[src/design/fc_pkg.sv]
package fc_pkg;

   localparam logic [31:0] SGL_INF     = 32'h7f80_0000;
   localparam logic [31:0] SCALED_INF  = 32'(31) << 23;
   localparam logic [31:0] ROUND_CLEAR = 32'h0000_0fff;
   localparam logic [31:0] ROUND_ADD   = 32'h0000_1000;
   localparam logic [15:0] HALF_QNAN   = 16'h7e00;
   localparam logic [15:0] HALF_INF    = 16'h7c00;
   localparam logic [31:0] EXP_BIAS_DN = 32'(112) << 23;

   typedef enum logic {
      ACT_TO_HALF   = 1'b0,
      ACT_TO_SINGLE = 1'b1
   } action_type;

   // stage one to stage two: classified source
   typedef struct packed {
      action_type  action;
      logic        sign;
      logic        is_inf;
      logic        is_nan;
      logic [30:0] mag;
      logic [15:0] half;
   } decode_type;

   // stage two to stage three: scaled magnitude or finished single
   typedef struct packed {
      action_type  action;
      logic        sign;
      logic        special;
      logic [15:0] special_half;
      logic [31:0] scaled;
      logic [31:0] single;
   } scale_type;

endpackage

[src/design/fc_decode.sv]
module fc_decode (
   input  logic               clock,
   input  logic               reset,
   input  logic               advance,
   input  logic               in_valid,
   input  logic               in_action,
   input  logic [31:0]        in_value,
   output logic               out_valid,
   output fc_pkg::decode_type out_data
);

   logic               valid_ff;
   fc_pkg::decode_type data_ff;
   fc_pkg::decode_type data_in;

   always_comb begin
      data_in.action = fc_pkg::action_type'(in_action);
      data_in.sign   = in_value[31];
      data_in.is_inf = ({1'b0, in_value[30:0]} == fc_pkg::SGL_INF);
      data_in.is_nan = ({1'b0, in_value[30:0]} > fc_pkg::SGL_INF);
      data_in.mag    = in_value[30:0] & ~fc_pkg::ROUND_CLEAR[30:0];
      data_in.half   = in_value[15:0];
   end

   always_ff @(posedge clock) begin
      if (reset) begin
         valid_ff <= 1'b0;
      end else if (advance) begin
         valid_ff <= in_valid;
      end
   end

   always_ff @(posedge clock) begin
      if (advance) begin
         data_ff <= data_in;
      end
   end

   assign out_valid = valid_ff;
   assign out_data  = data_ff;

endmodule

[src/design/fc_scale.sv]
module fc_scale (
   input  logic               clock,
   input  logic               reset,
   input  logic               advance,
   input  logic               in_valid,
   input  fc_pkg::decode_type in_data,
   output logic               out_valid,
   output fc_pkg::scale_type  out_data
);

   logic              valid_ff;
   fc_pkg::scale_type data_ff;
   fc_pkg::scale_type data_in;

   logic [7:0]  exp8;
   logic [24:0] sig;
   logic [7:0]  sh;
   logic [24:0] q;
   logic [24:0] rem;
   logic [24:0] halfw;
   logic [24:0] mask;
   logic [31:0] scaled;
   logic [4:0]  hexp;
   logic [9:0]  hmant;
   logic [3:0]  lead;
   logic [31:0] single;

   always_comb begin
      exp8  = in_data.mag[30:23];
      sig   = {2'b01, in_data.mag[22:0]};
      sh    = 8'd113 - exp8;
      q     = '0;
      rem   = '0;
      halfw = '0;
      mask  = '0;
      if (exp8 == 8'd0) begin
         scaled = '0;
      end else if (exp8 > 8'd112) begin
         scaled = {1'b0, in_data.mag} - fc_pkg::EXP_BIAS_DN;
      end else if (sh >= 8'd25) begin
         scaled = '0;
      end else begin
         q      = sig >> sh[4:0];
         mask   = (25'd1 << sh[4:0]) - 25'd1;
         rem    = sig & mask;
         halfw  = 25'd1 << (sh[4:0] - 5'd1);
         scaled = {7'd0, q};
         if (rem > halfw || (rem == halfw && q[0])) begin
            scaled = {7'd0, q} + 32'd1;
         end
      end

      hexp  = in_data.half[14:10];
      hmant = in_data.half[9:0];
      lead  = 4'd0;
      for (int i = 0; i < 10; i++) begin
         if (hmant[i]) begin
            lead = 4'(i);
         end
      end
      if (hexp == 5'd31) begin
         single = fc_pkg::SGL_INF | {9'd0, hmant, 13'd0};
      end else if (hexp == 5'd0) begin
         if (hmant == 10'd0) begin
            single = '0;
         end else begin
            single = {1'b0, 8'({4'd0, lead} + 8'd103),
                      23'({13'd0, hmant} << (5'd23 - {1'b0, lead}))};
         end
      end else begin
         single = {1'b0, 8'({3'd0, hexp} + 8'd112), hmant, 13'd0};
      end
      single[31] = in_data.half[15];

      data_in.action       = in_data.action;
      data_in.sign         = in_data.sign;
      data_in.special      = in_data.is_inf | in_data.is_nan;
      data_in.special_half = in_data.is_nan ? fc_pkg::HALF_QNAN : fc_pkg::HALF_INF;
      data_in.scaled       = scaled;
      data_in.single       = single;
   end

   always_ff @(posedge clock) begin
      if (reset) begin
         valid_ff <= 1'b0;
      end else if (advance) begin
         valid_ff <= in_valid;
      end
   end

   always_ff @(posedge clock) begin
      if (advance) begin
         data_ff <= data_in;
      end
   end

   assign out_valid = valid_ff;
   assign out_data  = data_ff;

endmodule

[src/design/fc_pack.sv]
module fc_pack (
   input  logic              clock,
   input  logic              reset,
   input  logic              advance,
   input  logic              in_valid,
   input  fc_pkg::scale_type in_data,
   output logic              out_valid,
   output logic [31:0]       out_result
);

   logic        valid_ff;
   logic [31:0] result_ff;
   logic [31:0] result_in;
   logic [31:0] sum;
   logic [31:0] clamped;
   logic [15:0] half;

   always_comb begin
      sum     = in_data.scaled + fc_pkg::ROUND_ADD;
      clamped = (sum > fc_pkg::SCALED_INF) ? fc_pkg::SCALED_INF : sum;
      half    = in_data.special ? in_data.special_half : clamped[28:13];
      half[15] = in_data.sign;
      case (in_data.action)
         fc_pkg::ACT_TO_HALF:   result_in = {16'd0, half};
         fc_pkg::ACT_TO_SINGLE: result_in = in_data.single;
         default:               result_in = in_data.single;
      endcase
   end

   always_ff @(posedge clock) begin
      if (reset) begin
         valid_ff <= 1'b0;
      end else if (advance) begin
         valid_ff <= in_valid;
      end
   end

   always_ff @(posedge clock) begin
      if (advance) begin
         result_ff <= result_in;
      end
   end

   assign out_valid  = valid_ff;
   assign out_result = result_ff;

endmodule

[src/design/fp32_fp16_converter.sv]
// Path: each accepted request passes through the decode, scale and pack stages to its response.
// Throughput: one transaction per cycle while the output is not stalled; the three register stages advance together.
// Stall: a stalled valid output freezes the whole pipeline and stalls the request side.
// Reset: synchronous, active high; clears the stage valid bits only.
module fp32_fp16_converter (
   input  logic        clock,
   input  logic        reset,
   input  logic        req_valid,
   output logic        req_stall,
   input  logic        req_action,
   input  logic [31:0] req_value,
   output logic        rsp_valid,
   input  logic        rsp_stall,
   output logic [31:0] rsp_result
);

   logic               advance;
   logic               dec_valid;
   fc_pkg::decode_type dec_data;
   logic               scl_valid;
   fc_pkg::scale_type  scl_data;

   // advance unless the output holds an untaken transaction
   assign advance   = ~(rsp_valid & rsp_stall);
   assign req_stall = ~advance;

   fc_decode u_decode (
      .clock     (clock),
      .reset     (reset),
      .advance   (advance),
      .in_valid  (req_valid),
      .in_action (req_action),
      .in_value  (req_value),
      .out_valid (dec_valid),
      .out_data  (dec_data)
   );

   fc_scale u_scale (
      .clock     (clock),
      .reset     (reset),
      .advance   (advance),
      .in_valid  (dec_valid),
      .in_data   (dec_data),
      .out_valid (scl_valid),
      .out_data  (scl_data)
   );

   fc_pack u_pack (
      .clock      (clock),
      .reset      (reset),
      .advance    (advance),
      .in_valid   (scl_valid),
      .in_data    (scl_data),
      .out_valid  (rsp_valid),
      .out_result (rsp_result)
   );

endmodule

[config.mk]
export PLATFORM = sky130hd
export DESIGN_NAME = fp32_fp16_converter
export DESIGN_NICKNAME = d
export VERILOG_FILES = /design/src/design/fc_pkg.sv /design/src/design/fc_decode.sv /design/src/design/fc_scale.sv /design/src/design/fc_pack.sv /design/src/design/fp32_fp16_converter.sv
export SDC_FILE = /design/constraint.sdc
export NUM_CORES = 1
export LEC_CHECK = 0
export BUFFER_PORTS_ARGS = -buffer_cell sky130_fd_sc_hd__buf_2
export CORE_MARGIN = 1
export CORE_UTILIZATION = 45
export DETAILED_ROUTE_END_ITERATION = 10
export PLACE_DENSITY = 0.65
export SLEW_MARGIN = 10
export SYNTH_ARGS = -nofsm -noshare
export SYNTH_HDL_FRONTEND = slang
export SYNTH_HIERARCHICAL = 1
export SYNTH_SLANG_ARGS = --single-unit
[constraint.sdc]
create_clock -name clock -period 8.9 [get_ports clock]
set_clock_uncertainty 0.2 [all_clocks]
set_input_delay 1.335 -clock clock [delete_from_list [all_inputs] [get_ports clock]]
set_output_delay 1.335 -clock clock [all_outputs]
set_load 0.02 [all_outputs]
# Word level (Yosys, flattened, before mapping)
# Cells that the tools add are included.
[totals] ff_bits=152 latch_bits=0 ram_bits=0 mem_bits_ro=0 input_bits=37 word_cells=69 memories=0
[op_classes] add_sub_neg=9 n_mul=0 div=0 order_cmp=5 eq_ne=3 shifts=4 mux=19 bitwise_logic=5 n_reduce_logical=6
[ops] operator="32-bit 2-to-1 mux" count=3
[ops] operator="32-bit one-hot mux with 2 select lines" count=1
[ops] operator="31-bit 2-to-1 mux" count=2
[ops] operator="1-bit by 5-bit << shifter with 25-bit output (first input constant)" count=2
[ops] operator="32-bit by 13-bit adder with 32-bit output (second input constant)" count=1
[ops] operator="32-bit by 28-bit greater-than comparator with 1-bit output (second input constant)" count=1
[ops] operator="31-bit by 30-bit subtractor with 32-bit output (second input constant)" count=1
[ops] operator="31-bit equality test (second input constant)" count=1
[ops] operator="31-bit greater-than comparator (second input constant)" count=1
[ops] operator="28-bit 2-to-1 mux" count=1
[ops] operator="25-bit by 1-bit adder with 26-bit output (second input constant)" count=1
[ops] operator="24-bit by 25-bit AND with 25-bit output" count=1
[ops] operator="25-bit equality test" count=1
[ops] operator="25-bit greater-than comparator" count=1
[ops] operator="24-bit by 5-bit right shift with 25-bit output" count=1
[ops] operator="25-bit by 1-bit subtractor with 25-bit output (second input constant)" count=1
[ops] operator="23-bit 2-to-1 mux" count=1
[ops] operator="10-bit by 5-bit << shifter with 23-bit output" count=1
[ops] operator="15-bit 2-to-1 mux" count=1
[ops] operator="3-bit 2-to-1 mux" count=4
[ops] operator="10-bit logical NOT" count=1
[ops] operator="10-bit 2-to-1 mux" count=1
[ops] operator="4-bit by 7-bit adder with 8-bit output (second input constant)" count=1
[ops] operator="5-bit by 7-bit adder with 8-bit output (second input constant)" count=1
[ops] operator="17 further kinds" count=20

# Logic depth before layout (Yosys ltp)
[logic_depth] word_depth=14 mapped_depth=27

# By module
# The synthesis kept the hierarchy.
[modules_own_cells] mod="fc_scale" n_inst=1 cells_each=765 area_per_inst_um2=6777.8 seq_area_each_um2=2031.9
[modules_own_cells] mod="fc_pack" n_inst=1 cells_each=184 area_per_inst_um2=1924.3 seq_area_each_um2=980.9
[modules_own_cells] mod="fc_decode" n_inst=1 cells_each=68 area_per_inst_um2=1307.5 seq_area_each_um2=1071.0
[modules_own_cells] mod="fp32_fp16_converter" n_inst=1 cells_each=2 area_per_inst_um2=10.0 seq_area_each_um2=0.0

# Worst setup path after synthesis
# Ideal clock, no wire load.
[synth_timing] path_kind="reg2reg" from="register u_decode.data_ff (netlist bit u_decode/out_data[40])" to="register u_scale.data_ff (netlist bit u_scale/out_data[50]), data pin" setup_time_ns=0.261 t_arrival_ns=5.805 t_required_ns=8.439 setup_slack_ns=2.634 path_stages_with_launch=28 path_buffers=6 period_less_slack_ns=6.266 path_cell_list="edfxtp_1 > buf_6 > buf_8 > buf_6 > clkbuf_1 > inv_1 > ha_1 > buf_2 > buf_2 > or3b_1 > nor2_1 > nand2_1 > ha_1 > o21ai_1 > nand2b_1 > nand4_1 > o21ai_0 > nand2_1 > a21boi_0 > ha_1 > nand3_1 > nor4_1 > nand2_1 > o211ai_1 > o2111ai_2 > or3_4 > or2_0 > a221o_1"
[synth_via] elab_chain_cells=10 word_cells_on_any_way=18 classes_between="add/sub (4); order compare (3); eq/ne (1); shift (3); mux (3); bitwise (1); reduce/logical (3)"
[synth_rtl] element="start, declared" line="fc_decode.sv:13" source="fc_pkg::decode_type data_ff;"
[synth_rtl] element="start signal, assigned" line="fc_decode.sv:35" source="data_ff <= data_in;"
[synth_rtl] element="branches (longest 10 deep; another with 25-bit by 1-bit subtractor with 25-bit output)"
[synth_rtl] element="end signal, assigned" line="fc_scale.sv:93" source="data_ff <= data_in;"
[synth_rtl] element="end, declared" line="fc_scale.sv:12" source="fc_pkg::scale_type data_ff;"
# Parallel ways; which one is timed is not known.
# A chain may end at the register's enable or synchronous reset.

# Final worst setup path
# Same ends and word-level chain as after synthesis.

==> results.sh <==
export IMPL_outcome="finished, final reports clean"
export IMPL_vdd_drop_max_mv=0.120
export IMPL_p_per_area_mw_per_mm2=180
export IMPL_cts_tree="built"
export IMPL_cp_arrival_ps=6990
export IMPL_cts_buffers=17
export IMPL_dr_total_vias=8079
export IMPL_cts_repair_resized=0
export IMPL_ant_nets=0
export IMPL_antenna_found_initial=0
export IMPL_min_from="u_decode/out_data[49]"
export IMPL_crit_chain="buf_4 > inv_1 > ha_1 > buf_4 > or2_1 > nor2_1 > nand2_1 > ha_1 > o21ai_1 > nand2b_1 > nand4_1 > o21ai_0 > nand2_1 > a21boi_0 > ha_1 > nand3_1 > nor4_1 > nand2_1 > o211ai_1 > o2111ai_2 > or3_4 > or2_0 > a221o_1"
export IMPL_area_growth_syn_to_layout_pct=9.91
export IMPL_worstSkewPairLatency_ps=420
export IMPL_drtPass1Iterations=5
export IMPL_final_layout_size_suffix_gt1_frac=0.167
export IMPL_crit_path_top_delay_cell="ha_1"
export IMPL_hold_buffers=0
export IMPL_placed_area_mm2=0.0104
export IMPL_drv_slew=0
export IMPL_grt_pass1_wl_mm=40.5
export IMPL_drc=0
export IMPL_path_max_fanout=25
export IMPL_wl_per_cell_um=18.8
export IMPL_place_congestion=0.933
export IMPL_post_cts_setup_buffer_count=0
export IMPL_syn_area_per_cell_um2=9.84
export IMPL_ios=71
export IMPL_portBuffers=70
export IMPL_antenna_cells=0
export IMPL_cap_violations=0
export IMPL_worst_slew_pin_slew_ps=1060
export IMPL_finalWirelength_mm=25.6
export IMPL_critPathLaunch="u_decode/out_data[40]"
export IMPL_min_period_ps=7030
export IMPL_hpwl_mm=18.2
export IMPL_syn_inst=1018
export IMPL_rrSetupSlack_ps=1870
export IMPL_finalSetupViolations=0
export IMPL_grt_total_usage=0.233
export IMPL_start_util=0.459
export IMPL_clock_sinks=137
export IMPL_path_class="reg -> reg"
export IMPL_rsz0062_at_grt="false"
export IMPL_end_kind="flop"
export IMPL_drtIter0Drc=815
export IMPL_ys_warn_count=6
export IMPL_final_area_mm2=0.0110
export IMPL_fmax_ghz=0.142
export IMPL_finalCritPeriodShare=0.790
export IMPL_core_mm2=0.0218
export IMPL_r2r_cells=23
export IMPL_cts_root_buffer="clkbuf_16"
export IMPL_grt_pass1_vias=7304
export IMPL_htreeDepth=4
export IMPL_rows=54
export IMPL_hold_class="reg -> reg"
export IMPL_dieHeight_um=151
export IMPL_startpoint_type="flop"
export IMPL_final_nets=1133
export IMPL_r2r_end="u_scale/out_data[50]"
export IMPL_clk_path_buf_depth=2
export IMPL_clkTransAtPathRegs_ps=80
export IMPL_endpoint="u_scale/out_data[50]"
export IMPL_required_ps=8860
export IMPL_dieArea_mm2=0.0228
export IMPL_netlist_area_mm2=0.0100
export IMPL_rr_startpoint="u_decode/out_data[40]"
export IMPL_grt_overflow_total=0
export IMPL_p_leak_nw=4.25
export IMPL_timing_setup_tns_ps=0
export IMPL_slew_headroom=0.290
export IMPL_critical_path_max_stage_delay_ps=650
export IMPL_grt_max_degree=78
export IMPL_fp_dieW_um=151
export IMPL_vias_per_cell=5.95
export IMPL_hold_viol=0
final cells by class:
type	count	area [um2]
Sequential cell	137	4080
Inverter	21	78.8
Clock buffer	17	425
Fill cell	2011	10800
Tap cell	280	350
Multi-Input combinational cell	809	5460
Clock inverter	15	199
Timing Repair Buffer	78	410
per-layer routing:
| layer | up-vias | share of wire | track usage | wire, um |
|---|---|---|---|---|
| met3 | 41 | 0.069 | 0.0386 | 1770 |
| met5 | - | 0 | 0 | 0 |
| met2 | 331 | 0.45 | 0.349 | 11500 |
| met4 | 0 | 0.022 | 0.0785 | 551 |
| li1 | 3863 | - | - | - |
| met1 | 3844 | 0.46 | 0.339 | 11800 |
how the worst min path moves through the flow:
stage	cells past startpoint	end	slack (ps)
2_1_floorplan	0	u_scale/out_data[81]	200
3_3_place_gp	0	u_scale/out_data[82]	200
3_5_place_dp	0	u_scale/out_data[81]	200
4_1_cts	0	u_scale/out_data[81]	210
5_1_grt	0	u_scale/out_data[81]	230
6_report	0	u_scale/out_data[81]	210
cell usage in the layout (no fill, tap or decap), types with 9 or more instances in the layout:
cell type and count:
buf_2 70, o21ai_0 52, nand3_1 34, nand2b_1 10, o22ai_1 17, conb_1 40, nor2_1 76, a211oi_1 10
xnor2_1 19, mux2_2 10, o31ai_1 9, and3_1 10, ha_1 32, mux2i_1 33, a21oi_1 49, clkbuf_16 17
nand2_1 111, edfxtp_1 134, o21ai_1 9, nand4_1 12, xor2_1 12, nor3_1 31, nor2b_1 10, nor4_1 16
and2_1 33, mux4_2 14, inv_1 20, or3_1 11, or2_2 11
critical path, delay by kind of cell (launching register included):
| family | cells | cell delay, ps |
|---|---|---|
| adders and majority gates | 3 | 1290 |
| and+or+nand+nor | 11 | 2680 |
| buffers and inverters | 3 | 770 |
| DFF | 1 | 320 |
| AOI/OAI and AO/OA | 6 | 1480 |
registers in the layout (all words and copies together), names as in the netlist:
name / flops
u_scale/out_data: 67
u_decode/out_data: 35
u_pack/out_result: 32
u_decode/out_valid: 1
u_pack/out_valid: 1
u_scale/out_valid: 1
power by group:
part	leakage, nW	internal (W)	switching [W]
clock	0.307	0.000431	0.000313
combinational	2.45	0.000159	0.000269
sequential	1.49	0.000765	0.0000399
stage by stage:
| step | setup slack [ps] | hold WS [ps] | total power (W) | utilization | std cells |
|---|---|---|---|---|---|
| floorplan | 2630 | 200 | 0.00114 | - | 1055 |
| global placement | 2260 | 202 | 0.00123 | 0.476 | 1325 |
| detailed placement | 2050 | 205 | 0.00123 | 0.476 | 1325 |
| CTS | 2050 | 211 | 0.00198 | 0.504 | 1357 |
| global route | 1400 | 230 | 0.00206 | 0.504 | 1357 |
| finish | 1870 | 211 | 0.00198 | 0.504 | 1357 |
(Power assumes the default switching activity.)
